==> src/rtl/i2cm_pkg.sv <==
// Shared types and constants for the I2C master byte engine.
// No dependencies; used by the front, back and top level.
`default_nettype none
package i2cm_pkg;

  localparam int unsigned TICKS_W         = 16;
  localparam int unsigned PHASE_TICKS_RST = 1000;
  localparam int unsigned QUEUE_DEPTH     = 2;
  localparam int unsigned IN_TDATA_W      = 16;
  localparam int unsigned OUT_TDATA_W     = 16;

  // one classified item, as it travels from the front to the back
  typedef struct packed {
    logic       is_tick;
    logic       is_read;
    logic [7:0] tx_byte;
    logic       send_start;
    logic       send_stop;
    logic       sda_in;
  } item_t;

  // queue head as the back sees it
  typedef struct packed {
    logic  valid;
    item_t item;
  } head_t;

endpackage
`default_nettype wire

==> src/rtl/i2cm_front.sv <==
// Input side: accepts stream beats, classifies them as command or tick and
// holds them in a short queue. Depends on i2cm_pkg.
`default_nettype none
module i2cm_front #(
  parameter int unsigned DEPTH = i2cm_pkg::QUEUE_DEPTH
) (
  input  wire                                logic clk,
  input  wire                                logic rst_n,
  input  wire                                logic in_tvalid,
  output logic                               in_tready,
  input  wire logic [i2cm_pkg::IN_TDATA_W-1:0] in_tdata,
  input  wire                                logic in_tuser,
  output i2cm_pkg::head_t                    head,
  input  wire                                logic pop
);

  localparam int unsigned PTR_W = $clog2(DEPTH);
  localparam int unsigned CNT_W = $clog2(DEPTH + 1);
  localparam logic [PTR_W-1:0] LAST_PTR = PTR_W'(DEPTH - 1);
  localparam logic [CNT_W-1:0] FULL_CNT = CNT_W'(DEPTH);

  i2cm_pkg::item_t             mem_r [DEPTH];
  i2cm_pkg::item_t             item_c;
  logic [PTR_W-1:0]            wr_ptr_r;
  logic [PTR_W-1:0]            rd_ptr_r;
  logic [CNT_W-1:0]            count_r;
  logic [CNT_W-1:0]            count_nxt;
  logic                        push;
  logic                        do_pop;

  // classify: a tick carries only the SDA sample, a command only its fields
  always_comb begin
    item_c            = '0;
    item_c.is_tick    = in_tuser;
    if (in_tuser) begin
      item_c.sda_in     = in_tdata[11];
    end else begin
      item_c.is_read    = in_tdata[0];
      item_c.tx_byte    = in_tdata[8:1];
      item_c.send_start = in_tdata[9];
      item_c.send_stop  = in_tdata[10];
    end
  end

  assign in_tready  = (count_r != FULL_CNT);
  assign push       = in_tvalid && in_tready;
  assign do_pop     = pop && (count_r != '0);
  assign head       = '{valid: (count_r != '0), item: mem_r[rd_ptr_r]};

  always_comb begin
    count_nxt = count_r;
    if (push && !do_pop) begin
      count_nxt = count_r + 1'b1;
    end else if (do_pop && !push) begin
      count_nxt = count_r - 1'b1;
    end
  end

  always_ff @(posedge clk) begin
    if (push) begin
      mem_r[wr_ptr_r] <= item_c;
    end
  end

  always_ff @(posedge clk) begin
    if (!rst_n) begin
      wr_ptr_r <= '0;
      rd_ptr_r <= '0;
      count_r  <= '0;
    end else begin
      count_r <= count_nxt;
      if (push) begin
        wr_ptr_r <= (wr_ptr_r == LAST_PTR) ? '0 : wr_ptr_r + 1'b1;
      end
      if (do_pop) begin
        rd_ptr_r <= (rd_ptr_r == LAST_PTR) ? '0 : rd_ptr_r + 1'b1;
      end
    end
  end

  a_count_bound: assert property (@(posedge clk) disable iff (!rst_n)
    count_r <= FULL_CNT)
    else $error("queue count beyond depth");

endmodule
`default_nettype wire

==> src/rtl/i2cm_back.sv <==
// Execution side: runs the I2C pin sequencer one queued beat at a time and
// holds the result beat in an output register. Depends on i2cm_pkg.
`default_nettype none
module i2cm_back (
  input  wire                                  logic clk,
  input  wire                                  logic rst_n,
  input  wire i2cm_pkg::head_t                 head,
  output logic                                 pop,
  input  wire                                  logic cfg_wr_en,
  input  wire logic [i2cm_pkg::TICKS_W-1:0]    cfg_wr_data,
  output logic                                 out_tvalid,
  input  wire                                  logic out_tready,
  output logic [i2cm_pkg::OUT_TDATA_W-1:0]     out_tdata
);

  localparam logic [4:0] PH_IDLE    = 5'd0;
  localparam logic [4:0] PH_ST_A    = 5'd1;
  localparam logic [4:0] PH_ST_B    = 5'd2;
  localparam logic [4:0] PH_ST_C    = 5'd3;
  localparam logic [4:0] PH_ST_D    = 5'd4;
  localparam logic [4:0] PH_WR_DATA = 5'd5;
  localparam logic [4:0] PH_WR_HIGH = 5'd6;
  localparam logic [4:0] PH_WR_LOW  = 5'd7;
  localparam logic [4:0] PH_AK_REL  = 5'd8;
  localparam logic [4:0] PH_AK_HIGH = 5'd9;
  localparam logic [4:0] PH_AK_LOW  = 5'd10;
  localparam logic [4:0] PH_RD_REL  = 5'd11;
  localparam logic [4:0] PH_RD_HIGH = 5'd12;
  localparam logic [4:0] PH_RD_LOW  = 5'd13;
  localparam logic [4:0] PH_RA_DATA = 5'd14;
  localparam logic [4:0] PH_RA_HIGH = 5'd15;
  localparam logic [4:0] PH_RA_LOW  = 5'd16;
  localparam logic [4:0] PH_SP_A    = 5'd17;
  localparam logic [4:0] PH_SP_B    = 5'd18;
  localparam logic [4:0] PH_SP_C    = 5'd19;

  localparam int unsigned FLAG_READ  = 0;
  localparam int unsigned FLAG_START = 1;
  localparam int unsigned FLAG_STOP  = 2;
  localparam logic [3:0]  BYTE_BITS  = 4'd8;

  logic [i2cm_pkg::TICKS_W-1:0]     ticks_r;
  logic [4:0]                       phase_r, phase_nxt;
  logic [3:0]                       bit_cnt_r, bit_cnt_nxt;
  logic [7:0]                       shift_r, shift_nxt;
  logic [i2cm_pkg::TICKS_W-1:0]     hold_r, hold_nxt;
  logic                             scl_r, scl_nxt;
  logic                             sda_r, sda_nxt;
  logic                             sda_en_r, sda_en_nxt;
  logic [2:0]                       flags_r, flags_nxt;
  logic                             ack_r, ack_nxt;
  logic [7:0]                       rx_r, rx_nxt;
  logic                             done_c, rej_c;
  logic                             enter_c;
  logic [4:0]                       target_c;
  logic                             out_valid_r;
  logic [i2cm_pkg::OUT_TDATA_W-1:0] out_data_r;
  logic [i2cm_pkg::OUT_TDATA_W-1:0] pack_c;
  i2cm_pkg::item_t                  it;

  assign it  = head.item;
  assign pop = head.valid && (!out_valid_r || out_tready);

  always_comb begin
    phase_nxt   = phase_r;
    bit_cnt_nxt = bit_cnt_r;
    shift_nxt   = shift_r;
    hold_nxt    = hold_r;
    scl_nxt     = scl_r;
    sda_nxt     = sda_r;
    sda_en_nxt  = sda_en_r;
    flags_nxt   = flags_r;
    ack_nxt     = ack_r;
    rx_nxt      = rx_r;
    done_c      = 1'b0;
    rej_c       = 1'b0;
    enter_c     = 1'b0;
    target_c    = PH_IDLE;

    if (!it.is_tick) begin
      if (phase_r != PH_IDLE) begin
        rej_c = 1'b1;
      end else begin
        flags_nxt   = {it.send_stop, it.send_start, it.is_read};
        shift_nxt   = it.is_read ? 8'h00 : it.tx_byte;
        bit_cnt_nxt = '0;
        enter_c     = 1'b1;
        if (it.send_start) begin
          target_c = PH_ST_A;
        end else begin
          target_c = it.is_read ? PH_RD_REL : PH_WR_DATA;
        end
      end
    end else if (phase_r != PH_IDLE) begin
      hold_nxt = hold_r - 1'b1;
      if (hold_nxt == '0) begin
        unique case (phase_r) inside
          PH_ST_D: begin
            enter_c  = 1'b1;
            target_c = flags_r[FLAG_READ] ? PH_RD_REL : PH_WR_DATA;
          end
          PH_WR_LOW: begin
            shift_nxt   = {shift_r[6:0], 1'b0};
            bit_cnt_nxt = bit_cnt_r + 1'b1;
            enter_c     = 1'b1;
            target_c    = (bit_cnt_nxt < BYTE_BITS) ? PH_WR_DATA : PH_AK_REL;
          end
          PH_AK_HIGH: begin
            ack_nxt  = it.sda_in;
            enter_c  = 1'b1;
            target_c = PH_AK_LOW;
          end
          PH_AK_LOW, PH_RA_LOW: begin
            if (flags_r[FLAG_STOP]) begin
              enter_c  = 1'b1;
              target_c = PH_SP_A;
            end else begin
              phase_nxt = PH_IDLE;
              done_c    = 1'b1;
            end
          end
          PH_RD_HIGH: begin
            shift_nxt   = {shift_r[6:0], it.sda_in};
            bit_cnt_nxt = bit_cnt_r + 1'b1;
            enter_c     = 1'b1;
            target_c    = PH_RD_LOW;
          end
          PH_RD_LOW: begin
            enter_c = 1'b1;
            if (bit_cnt_r < BYTE_BITS) begin
              target_c = PH_RD_HIGH;
            end else begin
              rx_nxt   = shift_r;
              target_c = PH_RA_DATA;
            end
          end
          PH_SP_C: begin
            phase_nxt = PH_IDLE;
            done_c    = 1'b1;
          end
          default: begin
            enter_c  = 1'b1;
            target_c = phase_r + 1'b1;
          end
        endcase
      end
    end

    // phase entry: reload the hold counter and set the pins for the new phase
    if (enter_c) begin
      phase_nxt = target_c;
      hold_nxt  = (ticks_r == '0) ? {{(i2cm_pkg::TICKS_W-1){1'b0}}, 1'b1} : ticks_r;
      unique case (target_c) inside
        PH_ST_A:    begin sda_nxt = 1'b1; sda_en_nxt = 1'b1; end
        PH_ST_C:    sda_nxt = 1'b0;
        PH_ST_D, PH_WR_LOW, PH_RD_LOW, PH_RA_LOW: scl_nxt = 1'b0;
        PH_ST_B, PH_WR_HIGH, PH_AK_HIGH, PH_RD_HIGH, PH_RA_HIGH, PH_SP_B:
          scl_nxt = 1'b1;
        PH_WR_DATA: begin sda_nxt = shift_nxt[7]; sda_en_nxt = 1'b1; end
        PH_AK_REL, PH_RD_REL: sda_en_nxt = 1'b0;
        PH_AK_LOW:  begin scl_nxt = 1'b0; sda_en_nxt = 1'b1; end
        PH_RA_DATA: begin sda_nxt = flags_nxt[FLAG_STOP]; sda_en_nxt = 1'b1; end
        PH_SP_A:    begin sda_nxt = 1'b0; sda_en_nxt = 1'b1; end
        PH_SP_C:    sda_nxt = 1'b1;
        default: begin
          phase_nxt = PH_IDLE;
          hold_nxt  = '0;
        end
      endcase
    end
  end

  // result beat: scl, sda_out, sda_drive, busy, done, rx_byte, ack_level, rejected
  assign pack_c = {1'b0, rej_c, ack_nxt, rx_nxt, done_c, (phase_nxt != PH_IDLE),
                   sda_en_nxt, sda_nxt, scl_nxt};

  always_ff @(posedge clk) begin
    if (!rst_n) begin
      ticks_r <= i2cm_pkg::TICKS_W'(i2cm_pkg::PHASE_TICKS_RST);
    end else if (cfg_wr_en) begin
      ticks_r <= cfg_wr_data;
    end
  end

  always_ff @(posedge clk) begin
    if (!rst_n) begin
      phase_r   <= PH_IDLE;
      bit_cnt_r <= '0;
      shift_r   <= '0;
      hold_r    <= '0;
      scl_r     <= 1'b1;
      sda_r     <= 1'b1;
      sda_en_r  <= 1'b1;
      flags_r   <= '0;
      ack_r     <= 1'b0;
      rx_r      <= '0;
    end else if (pop) begin
      phase_r   <= phase_nxt;
      bit_cnt_r <= bit_cnt_nxt;
      shift_r   <= shift_nxt;
      hold_r    <= hold_nxt;
      scl_r     <= scl_nxt;
      sda_r     <= sda_nxt;
      sda_en_r  <= sda_en_nxt;
      flags_r   <= flags_nxt;
      ack_r     <= ack_nxt;
      rx_r      <= rx_nxt;
    end
  end

  always_ff @(posedge clk) begin
    if (!rst_n) begin
      out_valid_r <= 1'b0;
    end else if (pop) begin
      out_valid_r <= 1'b1;
    end else if (out_tready) begin
      out_valid_r <= 1'b0;
    end
  end

  always_ff @(posedge clk) begin
    if (pop) begin
      out_data_r <= pack_c;
    end
  end

  assign out_tvalid = out_valid_r;
  assign out_tdata  = out_data_r;

  a_hold_idle: assert property (@(posedge clk) disable iff (!rst_n)
    (phase_r == PH_IDLE) == (hold_r == '0))
    else $error("hold counter out of step with phase");

  a_bit_bound: assert property (@(posedge clk) disable iff (!rst_n)
    bit_cnt_r <= BYTE_BITS)
    else $error("bit counter past one byte");

  a_reject_keeps: assert property (@(posedge clk) disable iff (!rst_n)
    pop && rej_c |=> phase_r == $past(phase_r) && hold_r == $past(hold_r))
    else $error("rejected command changed the sequencer");

endmodule
`default_nettype wire

==> src/rtl/i2c_master_byte_engine.sv <==
// I2C master byte engine: one beat in, one result beat out, one beat per cycle
// sustained while out_tready keeps the output register free. An accepted beat is
// queued, then goes from the queue head through the sequencer into the output
// register. The 2-entry queue decouples input stalls from output stalls; the
// sequencer step is combinational. Synchronous active-low reset empties the queue,
// sets the bus idle with SCL and SDA driven high, loads phase_ticks = 1000.
`default_nettype none
module i2c_master_byte_engine #(
  parameter int unsigned QUEUE_DEPTH = i2cm_pkg::QUEUE_DEPTH
) (
  input  wire                                  logic clk,
  input  wire                                  logic rst_n,
  input  wire                                  logic in_tvalid,
  output logic                                 in_tready,
  // is_read, tx_byte[7:0], send_start, send_stop, sda_in, zero pad
  input  wire logic [i2cm_pkg::IN_TDATA_W-1:0] in_tdata,
  // kind
  input  wire                                  logic in_tuser,
  output logic                                 out_tvalid,
  input  wire                                  logic out_tready,
  // scl, sda_out, sda_drive, busy_res, done_res, rx_byte[7:0], ack_level,
  // rejected, zero pad
  output logic [i2cm_pkg::OUT_TDATA_W-1:0]     out_tdata,
  input  wire                                  logic cfg_wr_en,
  input  wire logic [i2cm_pkg::TICKS_W-1:0]    cfg_wr_data
);

  i2cm_pkg::head_t head;
  logic            pop;

  i2cm_front #(
    .DEPTH (QUEUE_DEPTH)
  ) u_front (
    .clk       (clk),
    .rst_n     (rst_n),
    .in_tvalid (in_tvalid),
    .in_tready (in_tready),
    .in_tdata  (in_tdata),
    .in_tuser  (in_tuser),
    .head      (head),
    .pop       (pop)
  );

  i2cm_back u_back (
    .clk         (clk),
    .rst_n       (rst_n),
    .head        (head),
    .pop         (pop),
    .cfg_wr_en   (cfg_wr_en),
    .cfg_wr_data (cfg_wr_data),
    .out_tvalid  (out_tvalid),
    .out_tready  (out_tready),
    .out_tdata   (out_tdata)
  );

endmodule
`default_nettype wire

==> config.mk <==
export PLATFORM = sky130hd
export DESIGN_NAME = i2c_master_byte_engine
export DESIGN_NICKNAME = d
export VERILOG_FILES = /design/src/rtl/i2cm_pkg.sv /design/src/rtl/i2cm_front.sv /design/src/rtl/i2cm_back.sv /design/src/rtl/i2c_master_byte_engine.sv
export SDC_FILE = /design/constraint.sdc
export NUM_CORES = 1
export LEC_CHECK = 0
export ABC_AREA = 1
export BUFFER_PORTS_ARGS = -buffer_cell sky130_fd_sc_hd__buf_2
export CAP_MARGIN = 20
export CORE_MARGIN = 3
export CORE_UTILIZATION = 60
export CTS_BUF_LIST = sky130_fd_sc_hd__clkbuf_4 sky130_fd_sc_hd__clkbuf_8
export DETAILED_ROUTE_END_ITERATION = 10
export GPL_ROUTABILITY_DRIVEN = 0
export GPL_TIMING_DRIVEN = 0
export PLACE_DENSITY_LB_ADDON = 0.15
export SLEW_MARGIN = 0
export SYNTH_ARGS = -nofsm -noshare
export SYNTH_HDL_FRONTEND = slang
export SYNTH_SLANG_ARGS = --single-unit
==> constraint.sdc <==
create_clock -name clk -period 5.95 [get_ports clk]
set_input_delay 1.19 -clock clk [delete_from_list [all_inputs] [get_ports clk]]
set_output_delay 1.19 -clock clk [all_outputs]
set_load 0.02 [all_outputs]
# Yosys cells after proc, flatten, opt, wreduce, memory -nomap -nowiden
# Memory sizes are Yosys's and may differ from the RTL's. A register that Yosys moved wholly into a read port is not among the register bits.
# Index checks and enable logic that the tools add are counted.
# classes
n_addsub	7
n_lt_le_gt_ge	2
n_eq_ne	33
mux	72
bitwise	2
n_reduce_logical	32
# ops
operator	count
16-bit 2-to-1 mux	5
8-bit 2-to-1 mux	10
5-bit by 4-bit == test with 1-bit output, second input constant	12
5-bit 2-to-1 mux	12
5-bit one-hot mux with 7 select lines	1
16-bit zero test	2
4-bit 2-to-1 mux	8
5-bit by 3-bit == test with 1-bit output, second input constant	6
5-bit == test, second input constant	6
1-bit 2-to-1 mux	23
19-bit OR reduction	1
8-bit one-hot mux with 2 select lines	1
16-bit by 1-bit subtractor with 16-bit output, second input constant	1
11-bit 2-to-1 mux	1
5-bit by 2-bit == test with 1-bit output, second input constant	2
5-bit one-hot mux with 2 select lines	1
5-bit AND reduction	2
2-bit nonzero test	5
5-bit nonzero test	2
2-bit OR reduction	5
5-bit OR reduction	2
3-bit AND reduction	3
4-bit < comparator, second input constant	2
2-bit != test, second input constant	4
17 further kinds	31
# word_totals
register_bits	84
ramBits	26
in_bits	38
mem_count	1
# memory_table
memory	words	width	rd	rd_ports_with_merged_regs	write_ports	line	source
u_front.mem_r	2	13	1	1	1	i2cm_front.sv:22	i2cm_pkg::item_t mem_r [DEPTH];

# Longest topological paths before layout
# logic_depth
word_depth	12
ltp_mapped	26
mapped_depth_nobuf	25

# By module
# A second synthesis with hierarchy kept.
# unflattened
hier_cells	799
area_unflattened_um2	5983.2
# by_module_without_submodules
mod	instances	cells_per_inst	area_each_um2	seq_area_each_um2
i2cm_back	1	697	4667.0	1731.7
i2cm_front	1	102	1316.3	880.8

# Worst setup path after synthesis
# Ideal clock, no wire load.
# synth_path
path_kind	register to register
startpoint	reg u_back.hold_r[0] (netlist name)
endpoint	reg u_back.out_data_r, in the netlist u_back.out_tdata[3], data pin
arrival_ns	2.572
path_slack_ns	3.123
path_stages_with_launch	25
path_buffers	1
path_cell_list	dfxtp_1 -> inv_1 -> ha_1 -> buf_2 -> nand2_2 -> nor2_4 -> nand2_1 -> nand2_1 -> nand2_1 -> nor2_2 -> nand3_2 -> nor2_8 -> nand3_2 -> nand2_4 -> inv_2 -> nand2_4 -> inv_2 -> nand2_1 -> nand3_1 -> nor2_2 -> nand2_4 -> nand2_1 -> nand3_1 -> nor2_1 -> nand2_1
# synth_via
elab_chain_cells	10
# synth_lines
element	line	source
start, declared	i2cm_back.sv:46	logic [i2cm_pkg::TICKS_W-1:0] hold_r, hold_nxt;
start signal, assigned	i2cm_back.sv:201	hold_r <= hold_nxt;
16-bit by 1-bit subtractor with 16-bit output *	i2cm_back.sv:95	hold_nxt = hold_r - 1'b1;
16-bit zero test *	i2cm_back.sv:96	if (hold_nxt == '0) begin
5-bit 2-to-1 mux	i2cm_back.sv:96	
5-bit 2-to-1 mux	i2cm_back.sv:94	end else if (phase_r != PH_IDLE) begin
5-bit 2-to-1 mux	i2cm_back.sv:80	if (!it.is_tick) begin
5-bit == test (no source line) (tied with other cells)	n/a	
19-bit OR reduction (no source line)	n/a	
5-bit 2-to-1 mux	i2cm_back.sv:153	unique case (target_c) inside
5-bit 2-to-1 mux *	i2cm_back.sv:150	if (enter_c) begin
5-bit nonzero test *	i2cm_back.sv:174	assign pack_c = {1'b0, rej_c, ack_nxt, rx_nxt, done_c, (phase_nxt != PH_IDLE),
net u_back.pack_c (one bit)	i2cm_back.sv:58	logic [i2cm_pkg::OUT_TDATA_W-1:0] pack_c;
end signal, assigned	i2cm_back.sv:223	out_data_r <= pack_c;
end, declared	i2cm_back.sv:57	logic [i2cm_pkg::OUT_TDATA_W-1:0] out_data_r;
# Mark *: on every way through the listed nets, which the timed path passes. The rest lies on a longest branch.
# A chain may end at the register's enable or synchronous reset.

# Worst setup path after layout
# Same ends and word-level chain as after synthesis.

==> results.sh <==
export IMPL_fin_nets=907
export IMPL_avgRoutedWirePerCell_um=14.2
export IMPL_finalSetupViolations=0
export IMPL_final_util=0.699
export IMPL_clockBufferDepth=2
export IMPL_start_kind="flop"
export IMPL_coreArea_um2=9420
export IMPL_mostFrequentLayoutCells="nand2_1 (156), nor2_1 (104), inv_1 (96)"
export IMPL_drtPass1Iterations=6
export IMPL_critPathArrivalTime_ps=3630
export IMPL_cp_end_kind="flop"
export IMPL_worst_slew_pin_slew_ps=689
export IMPL_fin_crit_sh=0.583
export IMPL_numPortBuffers=49
export IMPL_viasPerCell=5.51
export IMPL_grt_antenna_before_repair=0
export IMPL_final_common_cell="nand2_1"
export IMPL_ios=56
export IMPL_drc=0
export IMPL_area_growth_pct=10.9
export IMPL_postCtsSetupBuffers=0
export IMPL_routed_via_count=5478
export IMPL_status="complete, no violations"
export IMPL_crit_path_frequent_cell="nand2_1"
export IMPL_tns_ps=0
export IMPL_clock_sinks=110
export IMPL_hold_ws_ps=475
export IMPL_seq_area_um2=2610
export IMPL_netlist_area_um2=5940
export IMPL_n_antenna_cell=0
export IMPL_leakage_nw=3.08
export IMPL_synth_seq_cells=110
export IMPL_critPathLaunch="u_back.hold_r[0]$_SDFFE_PN0P_"
export IMPL_synth_cell_types=46
export IMPL_fillers=755
export IMPL_syn_nets=844
export IMPL_cts_root_buf="clkbuf_8"
export IMPL_drt_antenna_violating_nets=0
export IMPL_grtUsageTotal=0.259
export IMPL_hp_class="reg2reg"
export IMPL_hpwl_um=10500
export IMPL_cap_violations=0
export IMPL_slowest_stage="dfxtp_1"
export IMPL_worstPathRequired_ps=6110
export IMPL_slew_headroom=0.541
export IMPL_power_total_mw=3.99
export IMPL_cts_resized_gates=0
export IMPL_final_area_um2=6580
export IMPL_yosysWarningCount=0
export IMPL_critPathBufInv=2
export IMPL_synth_edff_count=41
export IMPL_cp_slowest_stage_delay_ps=340
export IMPL_first_iter_violations=443
export IMPL_maxSlewViolCount=0
export IMPL_cp_top_family="simple AND/OR/NAND/NOR gates"
export IMPL_ys_flop_type="dfxtp_1"
export IMPL_wirelength_um=14100
export IMPL_syn_avg_cell_area_um2=7.45
export IMPL_power_density_nw_per_um2=607
export IMPL_grt_max_degree=25
export IMPL_grt_pass1_vias=5098
export IMPL_max_freq_mhz=288
export IMPL_drive_above_1_share=0.142
export IMPL_min_from="u_front.rd_ptr_r$_SDFFE_PN0P_"
export IMPL_detailed_place_area_um2=6340
export IMPL_grt_pass1_wl_um=23600
export IMPL_start_util=0.630
export IMPL_grt_setup_unrepaired="false"
export IMPL_cts_tree="done"
export IMPL_numCtsBuffers=9
export IMPL_gr_total_overflow=0
export IMPL_ir_drop_mv=0.281
export IMPL_path_class="reg2reg"
export IMPL_multi_input_area_um2=2810
export IMPL_num_rows=35
export IMPL_path_cells="inv_1 > ha_1 > buf_2 > nand2_2 > nor2_4 > nand2_1 > nand2_1 > nand2_1 > nor2_2 > nand3_2 > nor2_8 > nand3_2 > nand2_4 > nand3_2 > nand3_1 > nand3_1 > nor2_2 > nand2_4 > nand2_1 > nand3_1 > nor2_1 > nand2_1"
export IMPL_synthArstFlopShare=0
export IMPL_die_area_um2=11100
export IMPL_die_h_um=105
export IMPL_htreeDepth=3
export IMPL_cp_max_fo=10
export IMPL_syn_inst=797
export IMPL_fin_skew_ps=14.3
export IMPL_clk_pin_slew_ps=120
export IMPL_r2r_start="u_back.hold_r[0]$_SDFFE_PN0P_"
export IMPL_finalHoldViolations=0
export IMPL_ys_seq_area_frac=0.440
export IMPL_hold_buffers=0
export IMPL_fp_dieW_um=105
export IMPL_clk_latency_ps=390
export IMPL_period_needed_ps=3470
registers in the layout, summed over array words and instances (netlist names), 2 cells and up, named ones only:
register          flops
u_back.ticks_r       16
u_back.flags_r        2
u_front.mem_r        26
u_back.out_tdata     15
u_back.bit_cnt_r      4
u_back.shift_r        8
u_back.rx_r           8
u_back.hold_r        16
u_back.phase_r        5
u_front.count_r       2
cell type report:
class	count	area share
Timing Repair Buffer	52	0.0418
Inverter	102	0.0582
Clock buffer	9	0.0188
Buffer	30	0.0198
Sequential cell	110	0.397
Clock inverter	7	0.0127
Multi-Input combinational cell	555	0.427
Tap cell	129	0.0245
power by group:
part           total, mW  switching (mW)  internal (mW)  leakage, nW
Clock              0.464           0.291          0.173        0.106
Sequential          1.22           0.163           1.06        0.962
Combinational       2.31            1.58          0.729         2.02
Total               3.99            2.03           1.96         3.08
cell usage after synthesis (8+ instances only):
library cell  instances  area share
ha_1                  9       0.019
edfxtp_1             41        0.21
nand2_1             156       0.099
nor2_1              104       0.066
nand3_1              45       0.038
clkbuf_1             21       0.013
a31oi_1              16       0.017
mux2_2                9       0.017
nand3_2               8       0.013
dfxtp_1              69        0.23
inv_1                96       0.061
a21oi_1              49       0.041
o21ai_0              85       0.072
nor2_2               13       0.014
metrics by stage:
step / worst slack (ps) / std cells
after floorplan: 3120 / 797
after global placement: 2670 / 975
after detailed placement: 2600 / 975
after CTS: 2560 / 991
after global routing: 2210 / 994
final: 2480 / 994
worst register-to-register path: cells and delay by family, from the launching register on:
kind | cells | cell delay [ps]
simple gates | 19 | 2380
fa+ha+maj | 1 | 170
flops | 1 | 340
buf+inv | 2 | 350
kinds of logic after synthesis:
family,after synthesis,share of synthesized area
buffers and inverters,132,0.0864
multiplexers,11,0.0204
flip-flops,110,0.440
other,1,0.000632
AO/OA/AOI/OAI,164,0.147
adder cells (fa/ha/maj),9,0.0190
AND/OR/NAND/NOR,365,0.279
XOR/XNOR,5,0.00738
worst paths after layout:
kind                                    to  slack (ps)  depth (start not counted)
max          u_back.out_tdata[3]$_DFFE_PP_        2480                         22
min          u_front.rd_ptr_r$_SDFFE_PN0P_         470                          1
max reg2reg  u_back.out_tdata[3]$_DFFE_PP_        2480                         22
min reg2reg  u_front.rd_ptr_r$_SDFFE_PN0P_         470                          1
metal layers:
metal	routed length, um	GRT usage	up-vias
li1	-	-	2751
met1	6300	0.351	2466
met2	6520	0.416	226
met3	1020	0.0582	35
met4	291	0.0787	0
met5	0	0	-
Power figures use the tool's default switching activity.
